===== src/sv/trle_pkg.sv =====
// ----------------------------------------------------------------------------
// trle_pkg
// Shared types, constants and helper functions for the text run-length
// encoder: channel payloads, the run descriptor queue entry and BCD helpers.
// ----------------------------------------------------------------------------
package trle_pkg;

  localparam int DIGITS  = 5;
  localparam int DIGIT_W = 4;
  localparam int POS_W   = 3;

  localparam logic [7:0] ASCII_ZERO = 8'h30;
  localparam logic [7:0] ASCII_NINE = 8'h39;

  typedef logic [DIGITS-1:0][DIGIT_W-1:0] bcd_t;

  localparam bcd_t BCD_ONE = bcd_t'(1);

  typedef struct packed {
    logic [7:0] symbol;
    logic       end_of_string;
  } in_t;

  typedef struct packed {
    logic [7:0] out_byte;
    logic       last;
    logic       string_done;
  } out_t;

  typedef struct packed {
    logic             run_v;
    logic [7:0]       run_sym;
    bcd_t             digits;
    logic [POS_W-1:0] ndig;
    logic             tail_v;
    logic [7:0]       tail_sym;
    logic             eos;
  } entry_t;

  function automatic bcd_t bcd_inc(input bcd_t value);
    bcd_t res;
    logic carry;
    res   = value;
    carry = 1'b1;
    for (int i = 0; i < DIGITS; i++) begin
      if (carry) begin
        if (value[i] == DIGIT_W'(9)) begin
          res[i] = '0;
        end else begin
          res[i] = value[i] + DIGIT_W'(1);
          carry  = 1'b0;
        end
      end
    end
    return res;
  endfunction

  function automatic logic [POS_W-1:0] bcd_ndig(input bcd_t value);
    logic [POS_W-1:0] n;
    n = '0;
    for (int i = 0; i < DIGITS; i++) begin
      if (value[i] != '0) begin
        n = POS_W'(i + 1);
      end
    end
    if (value == BCD_ONE) begin
      n = '0;
    end
    return n;
  endfunction

endpackage


===== src/sv/trle_front.sv =====
// ----------------------------------------------------------------------------
// trle_front
// Accepts characters, tracks the open run and its length in binary and BCD,
// and queues a descriptor of every run that closes.
// ----------------------------------------------------------------------------
module trle_front import trle_pkg::*; #(
  parameter int COUNT_WIDTH = 16
) (
  input  logic   clk,
  input  logic   rst_n,
  input  logic   in_valid,
  output logic   in_stall,
  input  in_t    in_data,
  input  logic   q_full,
  output logic   q_push,
  output entry_t q_data
);

  localparam logic [COUNT_WIDTH-1:0] CountMax = '1;

  logic [7:0]             run_sym_r, run_sym_nxt;
  logic [COUNT_WIDTH-1:0] count_r, count_nxt;
  bcd_t                   bcd_r, bcd_nxt, bcd_inc_v;
  logic                   open_r, open_nxt;
  logic                   accept, is_digit, same, extend, close, start;
  entry_t                 ent;

  assign in_stall = q_full;
  assign accept   = in_valid && !in_stall;

  always_comb begin
    is_digit  = (in_data.symbol >= ASCII_ZERO) && (in_data.symbol <= ASCII_NINE);
    same      = open_r && (in_data.symbol == run_sym_r);
    extend    = !is_digit && same && (count_r != CountMax);
    close     = open_r && !extend;
    start     = !is_digit && !extend;
    bcd_inc_v = bcd_inc(bcd_r);

    run_sym_nxt = run_sym_r;
    count_nxt   = count_r;
    bcd_nxt     = bcd_r;
    open_nxt    = open_r;

    ent          = '0;
    ent.run_sym  = run_sym_r;
    ent.digits   = bcd_r;
    ent.ndig     = bcd_ndig(bcd_r);
    ent.run_v    = close;
    ent.tail_sym = in_data.symbol;
    ent.eos      = in_data.end_of_string;

    if (extend) begin
      count_nxt = count_r + COUNT_WIDTH'(1);
      bcd_nxt   = bcd_inc_v;
    end else if (start) begin
      run_sym_nxt = in_data.symbol;
      count_nxt   = COUNT_WIDTH'(1);
      bcd_nxt     = BCD_ONE;
      open_nxt    = 1'b1;
    end else begin
      run_sym_nxt = '0;
      count_nxt   = '0;
      bcd_nxt     = '0;
      open_nxt    = 1'b0;
    end

    if (in_data.end_of_string) begin
      if (extend) begin
        ent.run_v  = 1'b1;
        ent.digits = bcd_inc_v;
        ent.ndig   = bcd_ndig(bcd_inc_v);
      end
      ent.tail_v  = start;
      run_sym_nxt = '0;
      count_nxt   = '0;
      bcd_nxt     = '0;
      open_nxt    = 1'b0;
    end

    if (!ent.run_v) begin
      ent.ndig = '0;
    end
  end

  assign q_push = accept && (ent.run_v || ent.tail_v);
  assign q_data = ent;

  always_ff @(posedge clk) begin
    if (!rst_n) begin
      run_sym_r <= '0;
      count_r   <= '0;
      bcd_r     <= '0;
      open_r    <= 1'b0;
    end else if (accept) begin
      run_sym_r <= run_sym_nxt;
      count_r   <= count_nxt;
      bcd_r     <= bcd_nxt;
      open_r    <= open_nxt;
    end
  end

endmodule


===== src/sv/trle_fifo.sv =====
// ----------------------------------------------------------------------------
// trle_fifo
// Short queue of run descriptors between the front and the back end.
// ----------------------------------------------------------------------------
module trle_fifo import trle_pkg::*; #(
  parameter int DEPTH = 4
) (
  input  logic   clk,
  input  logic   rst_n,
  input  logic   push,
  input  entry_t push_data,
  input  logic   pop,
  output entry_t pop_data,
  output logic   full,
  output logic   empty
);

  localparam int PTR_W = (DEPTH > 1) ? $clog2(DEPTH) : 1;
  localparam int CNT_W = $clog2(DEPTH + 1);
  localparam logic [PTR_W-1:0] LastPtr = PTR_W'(DEPTH - 1);

  entry_t           mem_r [DEPTH];
  logic [PTR_W-1:0] wr_ptr_r, rd_ptr_r;
  logic [CNT_W-1:0] cnt_r;

  assign full     = (cnt_r == CNT_W'(DEPTH));
  assign empty    = (cnt_r == '0);
  assign pop_data = mem_r[rd_ptr_r];

  always_ff @(posedge clk) begin
    if (push) begin
      mem_r[wr_ptr_r] <= push_data;
    end
  end

  always_ff @(posedge clk) begin
    if (!rst_n) begin
      wr_ptr_r <= '0;
      rd_ptr_r <= '0;
      cnt_r    <= '0;
    end else begin
      if (push) begin
        wr_ptr_r <= (wr_ptr_r == LastPtr) ? '0 : wr_ptr_r + PTR_W'(1);
      end
      if (pop) begin
        rd_ptr_r <= (rd_ptr_r == LastPtr) ? '0 : rd_ptr_r + PTR_W'(1);
      end
      if (push && !pop) begin
        cnt_r <= cnt_r + CNT_W'(1);
      end else if (pop && !push) begin
        cnt_r <= cnt_r - CNT_W'(1);
      end
    end
  end

endmodule


===== src/sv/trle_back.sv =====
// ----------------------------------------------------------------------------
// trle_back
// Takes run descriptors from the queue and writes out the run character,
// its decimal count digits and any closing single character, one byte per
// cycle while out_stall is low, through an output register.
// ----------------------------------------------------------------------------
module trle_back import trle_pkg::*; (
  input  logic   clk,
  input  logic   rst_n,
  input  logic   q_empty,
  input  entry_t q_data,
  output logic   q_pop,
  output logic   out_valid,
  input  logic   out_stall,
  output out_t   out_data
);

  entry_t           ent_r, ent_nxt;
  logic             have_r, have_nxt;
  logic [POS_W-1:0] pos_r, pos_nxt, last_pos, dig_idx;
  logic             out_valid_r, out_valid_nxt;
  out_t             out_r, out_nxt;
  logic             out_ready, emit, final_byte;
  logic [7:0]       cur_byte;

  always_comb begin
    out_ready  = !out_valid_r || !out_stall;
    last_pos   = ent_r.tail_v ? ent_r.ndig + POS_W'(1) : ent_r.ndig;
    final_byte = (pos_r == last_pos);
    dig_idx    = ent_r.ndig - pos_r;

    if (pos_r == '0) begin
      cur_byte = ent_r.run_sym;
    end else if (pos_r <= ent_r.ndig) begin
      cur_byte = ASCII_ZERO + 8'(ent_r.digits[dig_idx]);
    end else begin
      cur_byte = ent_r.tail_sym;
    end

    emit  = have_r && out_ready;
    q_pop = !q_empty && (!have_r || (emit && final_byte));

    have_nxt = have_r;
    ent_nxt  = ent_r;
    pos_nxt  = pos_r;
    if (q_pop) begin
      have_nxt = 1'b1;
      ent_nxt  = q_data;
      pos_nxt  = q_data.run_v ? '0 : POS_W'(1);
    end else if (emit && final_byte) begin
      have_nxt = 1'b0;
    end else if (emit) begin
      pos_nxt = pos_r + POS_W'(1);
    end

    out_nxt.out_byte    = cur_byte;
    out_nxt.last        = final_byte;
    out_nxt.string_done = final_byte && ent_r.eos;
    out_valid_nxt       = out_ready ? emit : out_valid_r;
  end

  assign out_valid = out_valid_r;
  assign out_data  = out_r;

  always_ff @(posedge clk) begin
    ent_r <= ent_nxt;
    pos_r <= pos_nxt;
    if (emit) begin
      out_r <= out_nxt;
    end
  end

  always_ff @(posedge clk) begin
    if (!rst_n) begin
      have_r      <= 1'b0;
      out_valid_r <= 1'b0;
    end else begin
      have_r      <= have_nxt;
      out_valid_r <= out_valid_nxt;
    end
  end

endmodule


===== src/sv/text_run_length_encoder.sv =====
// ----------------------------------------------------------------------------
// text_run_length_encoder
// Run-length encoder for text: each run is written as its character followed
// by the run length in ASCII decimal when longer than one.
//
//   Channel   Ports                        Beat carries
//   input     in_valid, in_stall, in_data  symbol, end_of_string
//   output    out_valid, out_stall, out_data  out_byte, last, string_done
//
// One character is accepted per cycle unless stalled; one encoded byte
// leaves per cycle unless out_stall is high; the output register sets
// the pace.
// Input stalls only while the descriptor queue is full.
// Reset clears the open run and empties the queue and output register.
// ----------------------------------------------------------------------------
module text_run_length_encoder import trle_pkg::*; #(
  parameter int COUNT_WIDTH = 16,
  parameter int QUEUE_DEPTH = 4
) (
  input  logic clk,
  input  logic rst_n,
  input  logic in_valid,
  output logic in_stall,
  input  in_t  in_data,
  output logic out_valid,
  input  logic out_stall,
  output out_t out_data
);

  logic   q_push, q_pop, q_full, q_empty;
  entry_t q_wr_data, q_rd_data;

  trle_front #(
    .COUNT_WIDTH(COUNT_WIDTH)
  ) u_front (
    .clk      (clk),
    .rst_n    (rst_n),
    .in_valid (in_valid),
    .in_stall (in_stall),
    .in_data  (in_data),
    .q_full   (q_full),
    .q_push   (q_push),
    .q_data   (q_wr_data)
  );

  trle_fifo #(
    .DEPTH(QUEUE_DEPTH)
  ) u_fifo (
    .clk       (clk),
    .rst_n     (rst_n),
    .push      (q_push),
    .push_data (q_wr_data),
    .pop       (q_pop),
    .pop_data  (q_rd_data),
    .full      (q_full),
    .empty     (q_empty)
  );

  trle_back u_back (
    .clk       (clk),
    .rst_n     (rst_n),
    .q_empty   (q_empty),
    .q_data    (q_rd_data),
    .q_pop     (q_pop),
    .out_valid (out_valid),
    .out_stall (out_stall),
    .out_data  (out_data)
  );

  a_done_is_last: assert property (@(posedge clk) disable iff (!rst_n)
    out_valid && out_data.string_done |-> out_data.last)
    else $error("string_done seen on a beat that is not last");

  a_no_overflow: assert property (@(posedge clk) disable iff (!rst_n)
    q_push |-> !q_full || q_pop)
    else $error("run queue written while full");

  a_no_underflow: assert property (@(posedge clk) disable iff (!rst_n)
    q_pop |-> !q_empty)
    else $error("run queue read while empty");

endmodule

===== config.mk =====
export PLATFORM = sky130hd
export DESIGN_NAME = text_run_length_encoder
export DESIGN_NICKNAME = d
export VERILOG_FILES = /design/src/sv/trle_pkg.sv /design/src/sv/trle_front.sv /design/src/sv/trle_fifo.sv /design/src/sv/trle_back.sv /design/src/sv/text_run_length_encoder.sv
export SDC_FILE = /design/constraint.sdc
export NUM_CORES = 1
export LEC_CHECK = 0
export ABC_CLOCK_PERIOD_IN_PS = 4000
export CORE_AREA = 2 2 142 144
export CTS_CLUSTER_SIZE = 25
export DETAILED_ROUTE_END_ITERATION = 6
export DIE_AREA = 0 0 144 146
export DONT_BUFFER_PORTS = 1
export PLACE_DENSITY = 0.76
export SYNTH_ARGS = -nofsm -noshare
export SYNTH_HDL_FRONTEND = slang
export SYNTH_SLANG_ARGS = --single-unit

===== constraint.sdc =====
create_clock -name clk -period 4 [get_ports clk]
set_clock_uncertainty 0.1 [all_clocks]
set_input_delay 0 -clock clk [delete_from_list [all_inputs] [get_ports clk]]
set_output_delay 0 -clock clk [all_outputs]
set_load 0.05 [all_outputs]

==> flow_summary.ini, run 1 <==
[outcome]
status = finished clean

[synthesis]
synth-compound-area-share = 0.05744
syn_avg_cell_area_um2 = 14.68
synth_top_family_by_area = simple AND/OR/NAND/NOR gates
synthArstFlopShare = 0
syn_inst = 800
yosysSeqAreaShare = 0.6633
synth.top_cell.area_share = 0.5678
synth_ff_type = edfxtp_1
ys_ff_latch = 278
synth_cell_types = 65
yosysWarnings = 0
synth_simple_gate_area_frac = 0.1087
syn_area_um2 = 11740
syn_nets = 828
synth_enable_flop_cells = 222
synth.area.top_cells = edfxtp_1, dfxtp_1, mux4_2, xnor2_1, nand2_1
synth-xor-area-share = 0.03208
muxShareOfSynthArea = 0.09889
synth_fa_ha_area_frac = 0.01726
synth.largest_area_cell = edfxtp_1

[worst_setup_path]
required_ns = 4.34
crit_arrival_ns = 3.76
critPathBufInv = 1
max_stage_delay_ns = 0.45
crit_family = simple AND/OR/NAND/NOR gates
rr_startpoint = u_front.count_r[0]
end_kind = flip-flop
rr_worst_depth = 12
rr_endpoint = u_fifo.cnt_r[2]
timing.critical_path.fanout_max = 7
crit_top_cell = ha_1
crit_chain = ha_1 -> nand4_1 -> nor4_1 -> nor2_1 -> a211oi_1 -> a31o_2 -> ha_1 -> inv_1 -> fa_1 -> xor2_1 -> or3_1 -> a21boi_0
critPathSlowestCell = nor4_1
criticalPathCategory = flip-flop to flip-flop
start_kind = flip-flop
reg2reg_setup_slack_ns = 0.58

[route]
routed_via_density = 6.129
vias = 6687
drtAntennaViolNets = 0
first_pass_iters = 5
drc = 0
routedWlPerCell_um = 21.44
wirelength_mm = 23.40
first_iter_violations = 606

[die]
dieArea_um2 = 21020
die_h_um = 146
initial_core_util = 0.6073
fp.dieW_um = 144
core-area_um2 = 19330
io_pins = 25
row_count = 51

[job]
cap_violations = 0

[layout]
final_cell_mix = edfxtp_1, nand2_1, dfxtp_1
antenna_cells = 0
nets = 833
fin_util = 0.6743
mostFrequentLayoutCell = edfxtp_1
area_growth_pct = 11.04
drive_gt1_frac = 0.1392

[timing]
holdWs_ns = 0.08911
rsz0062_at_grt = false
timing.final.ws_setup_ns = 0.5754
setup_tns_ns = 0
max_slew_margin = 0.2485
worstMarginPinSlew_ns = 1.127
finalSetupViolCount = 0
fmax_mhz = 292.0
period_minus_slack_ns = 3.425
fin_crit_sh = 0.8561
hold_viol_final = 0
finalMaxSlewViolations = 0

[hold_path]
hold_class = input pin to flip-flop
hold_depth = 5
min_from = in_data[2]
hold_end = u_front.open_r

[global_routing]
grt_pass1_vias = 6657
track_usage = 0.2309
antenna_found_initial = 0
grt_pass1_wl_mm = 36.94
grt_start_max_net_pins = 54
grt-ovfl-total = 0

[clock_tree]
clockBufferDepth = 3
cts_tree = done
ctsHtreeMaxLevel = 1
clk_latency_ns = 0.53
cts_buffers = 28
cts_root_buffer = clkbuf_16
cts.sinks = 278
clkTransAtPathRegs_ns = 0.06

[power]
finalPower_w = 0.008577
leakage_nw = 4.340
power.density_nw_per_um2 = 657.8
irDropWorstVdd_mv = 0.3144

[place]
dp.final_hpwl_mm = 14.57
gp_congestion = 0.8988
port_buffers = 0
post-place-ws_ns = 0.6588
==> sequential cells by signal, indices dropped and copies added, names as in the netlist, named ones only <==
name,flops
u_back.ent_r,41
u_back.have_r,1
u_back.out_data,10
u_back.out_valid,1
u_back.pos_r,3
u_fifo.cnt_r,3
u_fifo.mem_r,168
u_fifo.rd_ptr_r,2
u_fifo.wr_ptr_r,2
u_front.bcd_r,20
u_front.count_r,16
u_front.open_r,1
u_front.run_sym_r,8
==> metal layers <==
layer  global-route usage  part of all wire  vias up
li1                     -                 -     3072
met1               0.3275              0.42     3313
met2               0.3700              0.49      267
met3              0.05199             0.077       35
met4              0.05392             0.017        0
met5                    0                 0        -
==> Yosys cell counts (8+ instances only) <==
master    number
xor2_1        14
edfxtp_1     222
o21ai_0       22
nand2_1       59
nand2b_1       9
mux4_2        46
a22o_1         8
mux2i_1        8
and3_1         8
dfxtp_1       56
a21oi_1       26
xnor2_1       29
and2_1        12
nand4_1       20
clkbuf_1      36
nor2b_1       10
nor4_1         8
inv_1         17
nor2_1        43
ha_1          13
buf_2          9
nand3_1       34
a21boi_0       8
==> tightest hold or removal path, stage by stage <==
cell,delay (ns)
xnor2_1,0.04
nand4_1,0.17
nor2_1,0.11
and3_1,0.23
o22ai_1,0.12
==> where the power goes <==
part	internal [W]	switching, W	total (W)
clock	0.00153	0.00101	0.00254
combinational	0.000808	0.000998	0.00181
sequential	0.00375	0.000481	0.00423
total	0.00609	0.00249	0.00858
==> cell families after synthesis <==
logic type / Yosys count
AOI/OAI and AO/OA: 102
adders and majority gates: 15
muxes: 58
DFF: 278
and+or+nand+nor: 237
buffers and inverters: 67
xor gates and xnor gates: 43
==> how the worst max path moves through the flow <==
| stage | to | start | cells past startpoint | slack [ns] |
|---|---|---|---|---|
| 3_3_place_gp | u_fifo.cnt_r[2] | u_front.count_r[0] | 12 | 0.78 |
| 5_1_grt | u_fifo.cnt_r[2] | u_front.count_r[0] | 12 | 0.32 |
| 6_report | u_fifo.cnt_r[2] | u_front.count_r[0] | 12 | 0.58 |
| 2_1_floorplan | u_fifo.mem_r[0][0] | u_fifo.cnt_r[0] | 7 | 0.34 |
| 3_5_place_dp | u_fifo.cnt_r[2] | u_front.count_r[0] | 12 | 0.66 |
| 4_1_cts | u_fifo.cnt_r[2] | u_front.count_r[0] | 12 | 0.60 |
==> cell type report <==
type | instances | area, µm²
clock buffer | 43 | 777.0
clock inverter | 8 | 122.6
fill | 1294 | 6297
inverter | 18 | 67.56
multi-input combinational | 455 | 3701
sequential | 278 | 7790
tap | 265 | 331.6
timing repair buffer | 24 | 247.7
==> what timing repair did <==
| item | CTS | global route |
|---|---|---|
| hold buffers | 13 | 0 |
| hold endpoints to repair | 133 | 0 |
| setup buffers | 0 | 0 |
| gates resized for setup | 0 | 0 |
| setup endpoints to repair | 0 | 0 |
==> metrics by stage <==
| step | instances | instance area [µm²] |
|---|---|---|
| finish | 1091 | 13040 |
| global route | 1091 | 13040 |
| CTS | 1091 | 13040 |
| detailed placement | 1027 | 12000 |
| global placement | 1027 | 12000 |
| floorplan | 800 | 11740 |
No activity file was read; power rests on OpenSTA's default activity.
==> run 2, diff against run 1 <==
--- a/config.mk
+++ b/config.mk
@@ -5,7 +5,7 @@
 export SDC_FILE = /design/constraint.sdc
 export NUM_CORES = 1
 export LEC_CHECK = 0
-export ABC_CLOCK_PERIOD_IN_PS = 4000
+export ABC_CLOCK_PERIOD_IN_PS = 3600
 export CORE_AREA = 2 2 142 144
 export CTS_CLUSTER_SIZE = 25
 export DETAILED_ROUTE_END_ITERATION = 6
==> constraint.sdc (replaced) <==
create_clock -name clk -period 3.6 [get_ports clk]
set_clock_uncertainty 0.1 [all_clocks]
set_input_delay 0 -clock clk [delete_from_list [all_inputs] [get_ports clk]]
set_output_delay 0 -clock clk [all_outputs]
set_load 0.05 [all_outputs]
==> run 2 against run 1 <==
  * Clock power up 15%
  * Maximum frequency grew 4.4%
  * Worst hold slack worse by 0.060 ns
  * Sequential power is 9.9% higher
  * Combinational power grew 19%
  * Clock-buffer cell count is 10 lower
  * First-iteration DRC count rose by 12%
  * Register-to-register slack lost 0.26 ns
  * Critical path depth stayed put
  * Total power increased by 14%
  * Cell area grew 1.0%
  * Largest power group unchanged
==> flow_summary.ini, run 2 (synthesis gave the netlist of run 1 again) <==
[timing]
fin_crit_sh = 0.9113
max_slew_margin = 0.3990
fmax_mhz = 304.8
hold_viol_final = 0
period_minus_slack_ns = 3.281
finalSetupViolCount = 0
holdWs_ns = 0.02873
rsz0062_at_grt = false
finalMaxSlewViolations = 0
worstMarginPinSlew_ns = 0.8996
setup_tns_ns = 0

[clock_tree]
clockBufferDepth = 3
cts_root_buffer = clkbuf_16
cts_resized = 0
cts_buffers = 28
cts_tree = done
clkTransAtPathRegs_ns = 0.06
cts.sinks = 278
clk_latency_ns = 0.53
hold_buffers = 13
ctsHtreeMaxLevel = 1
cts_setup_buffers = 0

[die]
initial_core_util = 0.6073
core-area_um2 = 19330
die_h_um = 146
fp.dieW_um = 144
dieArea_um2 = 21020
row_count = 51
io_pins = 25

[layout]
reg_top3 = u_fifo.mem_r (168), u_back.ent_r (41), u_front.bcd_r (20)
nets = 837
antenna_cells = 0
regMostFlops = u_fifo.mem_r
fin_util = 0.6813
fillers = 1247
largest_register_ffs = 168
finalNonFillerCells = 1096
drive_gt1_frac = 0.1588
mostFrequentLayoutCell = edfxtp_1
area_growth_pct = 12.19
final_cell_mix = edfxtp_1, nand2_1, dfxtp_1

[worst_setup_path]
timing.critical_path.fanout_max = 7
criticalPathCategory = flip-flop to flip-flop
reg2reg_setup_slack_ns = 0.32
end_kind = flip-flop
start_kind = flip-flop
crit_arrival_ns = 3.63
required_ns = 3.95
cp-startpoint = u_front.count_r[0]
rr_startpoint = u_front.count_r[0]

[outcome]
status = finished clean

[place]
dp.final_hpwl_mm = 15.24
port_buffers = 0
gp_congestion = 0.9084
place_inst = 1031

[global_routing]
antenna_found_initial = 0
grt_start_max_net_pins = 54
grt_pass1_vias = 6638
grt_pass1_wl_mm = 37.70
grt-ovfl-total = 0
track_usage = 0.2350

[hold_path]
hold_class = input pin to flip-flop
min_from = in_data[5]

[power]
leakage_nw = 4.415
irDropWorstVdd_mv = 0.6440
power.density_nw_per_um2 = 739.0

[route]
vias = 6930
drtAntennaViolNets = 0
wirelength_mm = 24.18
routedWlPerCell_um = 22.06
routed_via_density = 6.323
first_iter_violations = 681
drc = 0
first_pass_iters = 6

[job]
cap_violations = 0
## run 2: metrics by stage
step	area, µm²	worst slack, ns	power [W]
after floorplan	11750	0.3454	0.006157
after global placement	12080	0.5269	0.006729
after detailed placement	12080	0.3813	0.006836
after CTS	13170	0.3378	0.009798
after global routing	13170	0.01116	0.01015
final	13170	0.3191	0.009735
## run 2: final cells by class
class	instances	area, µm²	area share
multi-input combinational	455	3701	0.2810
sequential	278	7790	0.5914
clock inverter	19	173.9	0.01320
timing repair buffer	28	327.8	0.02489
inverter	18	67.56	0.005129
clock buffer	33	780.7	0.05927
tap	265	331.6	0.02517
## run 2: report_power, final
| group | leakage (nW) | total [W] | switching [W] | internal [W] |
|---|---|---|---|---|
| Combinational | 1.32 | 0.00216 | 0.00123 | 0.000930 |
| Clock | 0.475 | 0.00292 | 0.00117 | 0.00176 |
| Sequential | 2.62 | 0.00465 | 0.000480 | 0.00417 |
## run 2: path summary, 6_finish.rpt
check / endpoint / depth (start not counted)
worst max-delay path: u_fifo.cnt_r[2] / 12
worst min register to register: u_front.count_r[1] / 2
worst max register to register: u_fifo.cnt_r[2] / 12
worst min-delay path: u_front.open_r / 4
## run 2: per-layer routing
metal | wire length [µm] | global-route usage
met4 | 514 | 0.06569
met1 | 10290 | 0.3555
met2 | 11540 | 0.3629
met5 | 0 | 0
met3 | 1830 | 0.03291
## run 2: worst max-delay path: stages, from the launching register on
cell      delay [ns]
dfxtp_1         0.38
ha_1            0.25
nand4_1         0.13
nor4_1          0.30
nor2_1          0.15
a211oi_1        0.28
a31o_2          0.28
ha_1            0.23
inv_1           0.06
fa_1            0.38
xor2_1          0.18
or3_1           0.30
a21boi_0        0.19
==> run 3, diff against run 2 <==
--- a/config.mk
+++ b/config.mk
@@ -5,11 +5,12 @@
 export SDC_FILE = /design/constraint.sdc
 export NUM_CORES = 1
 export LEC_CHECK = 0
+export ABC_AREA = 1
 export ABC_CLOCK_PERIOD_IN_PS = 3600
-export CORE_AREA = 2 2 142 144
+export CORE_AREA = 2 2 144 146
 export CTS_CLUSTER_SIZE = 25
 export DETAILED_ROUTE_END_ITERATION = 6
-export DIE_AREA = 0 0 144 146
+export DIE_AREA = 0 0 146 148
 export DONT_BUFFER_PORTS = 1
 export PLACE_DENSITY = 0.76
 export SYNTH_ARGS = -nofsm -noshare
==> run 3 against run 2 <==
  * Utilization fell by 1.1 points
  * Combinational power rose by 19%
  * Worst hold slack improved by 0.022 ns
  * Maximum frequency rose by 5.2%
  * Total power rose by 1.4%
  * First-iteration DRC count rose by 9.0%
  * Sequential power fell by 1%
  * Worst setup slack improved by 0.16 ns
  * Die area rose by 2.8%
  * Clock-buffer cell count did not move
  * Via count rose by 22%
  * Clock power fell by 7.2%
  * Critical endpoint unchanged
  * Largest power group unchanged
==> flow_summary.ini, run 3 <==
[timing]
fmax_mhz = 320.7
max_slew_margin = 0.4594
period_minus_slack_ns = 3.118
worstMarginPinSlew_ns = 0.8097
rsz0062_at_grt = false
fin_crit_sh = 0.8661
hold_viol_final = 0
finalSetupViolCount = 0
finalMaxSlewViolations = 0

[global_routing]
antenna_found_initial = 0
track_usage = 0.2383
grt_pass1_wl_mm = 40.77
grt_pass1_vias = 7969
grt-ovfl-total = 0
grt_start_max_net_pins = 85

[layout]
largest_register_ffs = 168
antenna_cells = 0
finalNonFillerCells = 1473
regMostFlops = u_fifo.mem_r
reg_top3 = u_fifo.mem_r (168), u_back.ent_r (41), u_front.bcd_r (20)
mostFrequentLayoutCell = edfxtp_1
fillers = 1498
drive_gt1_frac = 0.08978
fin_util = 0.6701
area_growth_pct = 11.03
nets = 1210
final_cell_mix = edfxtp_1, nand2_1, nor2_1

[route]
wirelength_mm = 25.55
drc = 0
first_iter_violations = 742
routedWlPerCell_um = 17.34
vias = 8484
routed_via_density = 5.760
first_pass_iters = 5
drtAntennaViolNets = 0

[clock_tree]
cts_tree = done
cts_buffers = 27
cts_resized = 0
cts_root_buffer = clkbuf_16
clkTransAtPathRegs_ns = 0.06
ctsHtreeMaxLevel = 1
hold_buffers = 12
clockBufferDepth = 3
cts.sinks = 278
cts_setup_buffers = 0
clk_latency_ns = 0.54

[die]
fp.dieW_um = 146
io_pins = 25
die_h_um = 148
row_count = 52
core-area_um2 = 20040
dieArea_um2 = 21610
initial_core_util = 0.6035

[worst_setup_path]
rr_startpoint = u_back.ent_r[11]
criticalPathCategory = flip-flop to flip-flop
rr_worst_depth = 16
crit_arrival_ns = 3.44
rr_endpoint = u_fifo.cnt_r[2]
timing.critical_path.fanout_max = 7
end_kind = flip-flop
required_ns = 3.92
reg2reg_setup_slack_ns = 0.48
start_kind = flip-flop
cp-startpoint = u_back.ent_r[11]

[hold_path]
hold_depth = 3
hold_class = input pin to flip-flop
min_from = in_data[0]
hold_end = u_fifo.mem_r[0][11]

[place]
port_buffers = 0
place_inst = 1411
dp.final_hpwl_mm = 15.65
gp_congestion = 0.8829

[synthesis]
synth.top_cell.area_share = 0.5512
syn_nets = 1198
yosysWarnings = 0
synthTopCellsByCount = edfxtp_1, nand2_1, nor2_1
syn_avg_cell_area_um2 = 10.34
ys_ff_latch = 278
syn_inst = 1170
synth_cell_types = 39
synth.largest_area_cell = edfxtp_1
syn_area_um2 = 12090
yosys.cell_count.top_type = edfxtp_1
yosysSeqAreaShare = 0.6439
synth_ff_type = edfxtp_1
synth_enable_flop_cells = 222
synth.area.top_cells = edfxtp_1, dfxtp_1, o21ai_0, nand2_1, nor2_1
synthArstFlopShare = 0

[job]
cap_violations = 0

[power]
power.density_nw_per_um2 = 735.2
leakage_nw = 5.042
irDropWorstVdd_mv = 0.6101

[outcome]
status = finished clean
run 3: routing by layer:
layer	GRT usage	wire length, µm	vias up
met4	0.06699	534	0
met2	0.3797	11850	311
met1	0.3504	11450	4046
met5	0	0	-
met3	0.03086	1721	45
li1	-	-	4082
run 3: through the flow:
stage / total power [W] / worst slack, ns / TNS (ns) / cell area (µm²) / hold WS (ns)
floorplan: 0.006367 / -0.03803 / -6.389 / 12100 / -0.001131
global placement: 0.007075 / 0.6397 / 0 / 12450 / -0.0006508
detailed placement: 0.007164 / 0.5401 / 0 / 12450 / -0.0006979
CTS: 0.009883 / 0.5011 / 0 / 13430 / 0.01018
global route: 0.01037 / 0.1568 / 0 / 13430 / 0.05944
finish: 0.009872 / 0.4820 / 0 / 13430 / 0.05084
run 3: cell type report:
type | instances | area [µm²] | area share
clock inverter | 17 | 125.1 | 0.009318
multi-input combinational | 745 | 3771 | 0.2808
clock buffer | 33 | 728.2 | 0.05423
tap | 270 | 337.8 | 0.02516
timing repair buffer | 29 | 297.8 | 0.02218
inverter | 101 | 379.1 | 0.02823
sequential | 278 | 7789 | 0.5800
run 3: worst max-delay path by stage:
stage | slack (ns) | cells past startpoint | endpoint
after CTS | 0.50 | 16 | u_fifo.cnt_r[2]
after global routing | 0.16 | 16 | u_fifo.cnt_r[2]
after detailed placement | 0.54 | 16 | u_fifo.cnt_r[2]
after global placement | 0.64 | 16 | u_fifo.cnt_r[2]
final | 0.48 | 16 | u_fifo.cnt_r[2]
after floorplan | -0.04 | 10 | u_fifo.mem_r[0][0]
run 3: cell families (layout without fill, tap and decap cells):
logic type,Yosys count,count (layout),share of synthesized area
and+or+nand+nor,466,466,0.1697
adders and majority gates,15,15,0.01676
DFF,278,278,0.6439
AOI/OAI and AO/OA,247,247,0.1098
buffers and inverters,147,180,0.04759
xor gates and xnor gates,17,17,0.01231
run 3: worst max-delay path, stage by stage (launching register included):
cell      delay [ns]
edfxtp_1        0.46
ha_1            0.32
nand2_1         0.07
o21ai_1         0.07
xor2_1          0.14
nand3_1         0.14
nand2_1         0.10
o21ai_0         0.19
nor2_4          0.05
inv_1           0.25
ha_1            0.21
inv_1           0.07
fa_1            0.38
a21oi_1         0.14
o21ai_0         0.11
o21ai_0         0.15
a21oi_1         0.06
run 3: power by group:
group	total, W	leakage [nW]	switching, W	internal, W
registers	0.00460	2.64	0.000397	0.00420
logic	0.00256	1.97	0.00180	0.000762
clock network	0.00271	0.425	0.00119	0.00152
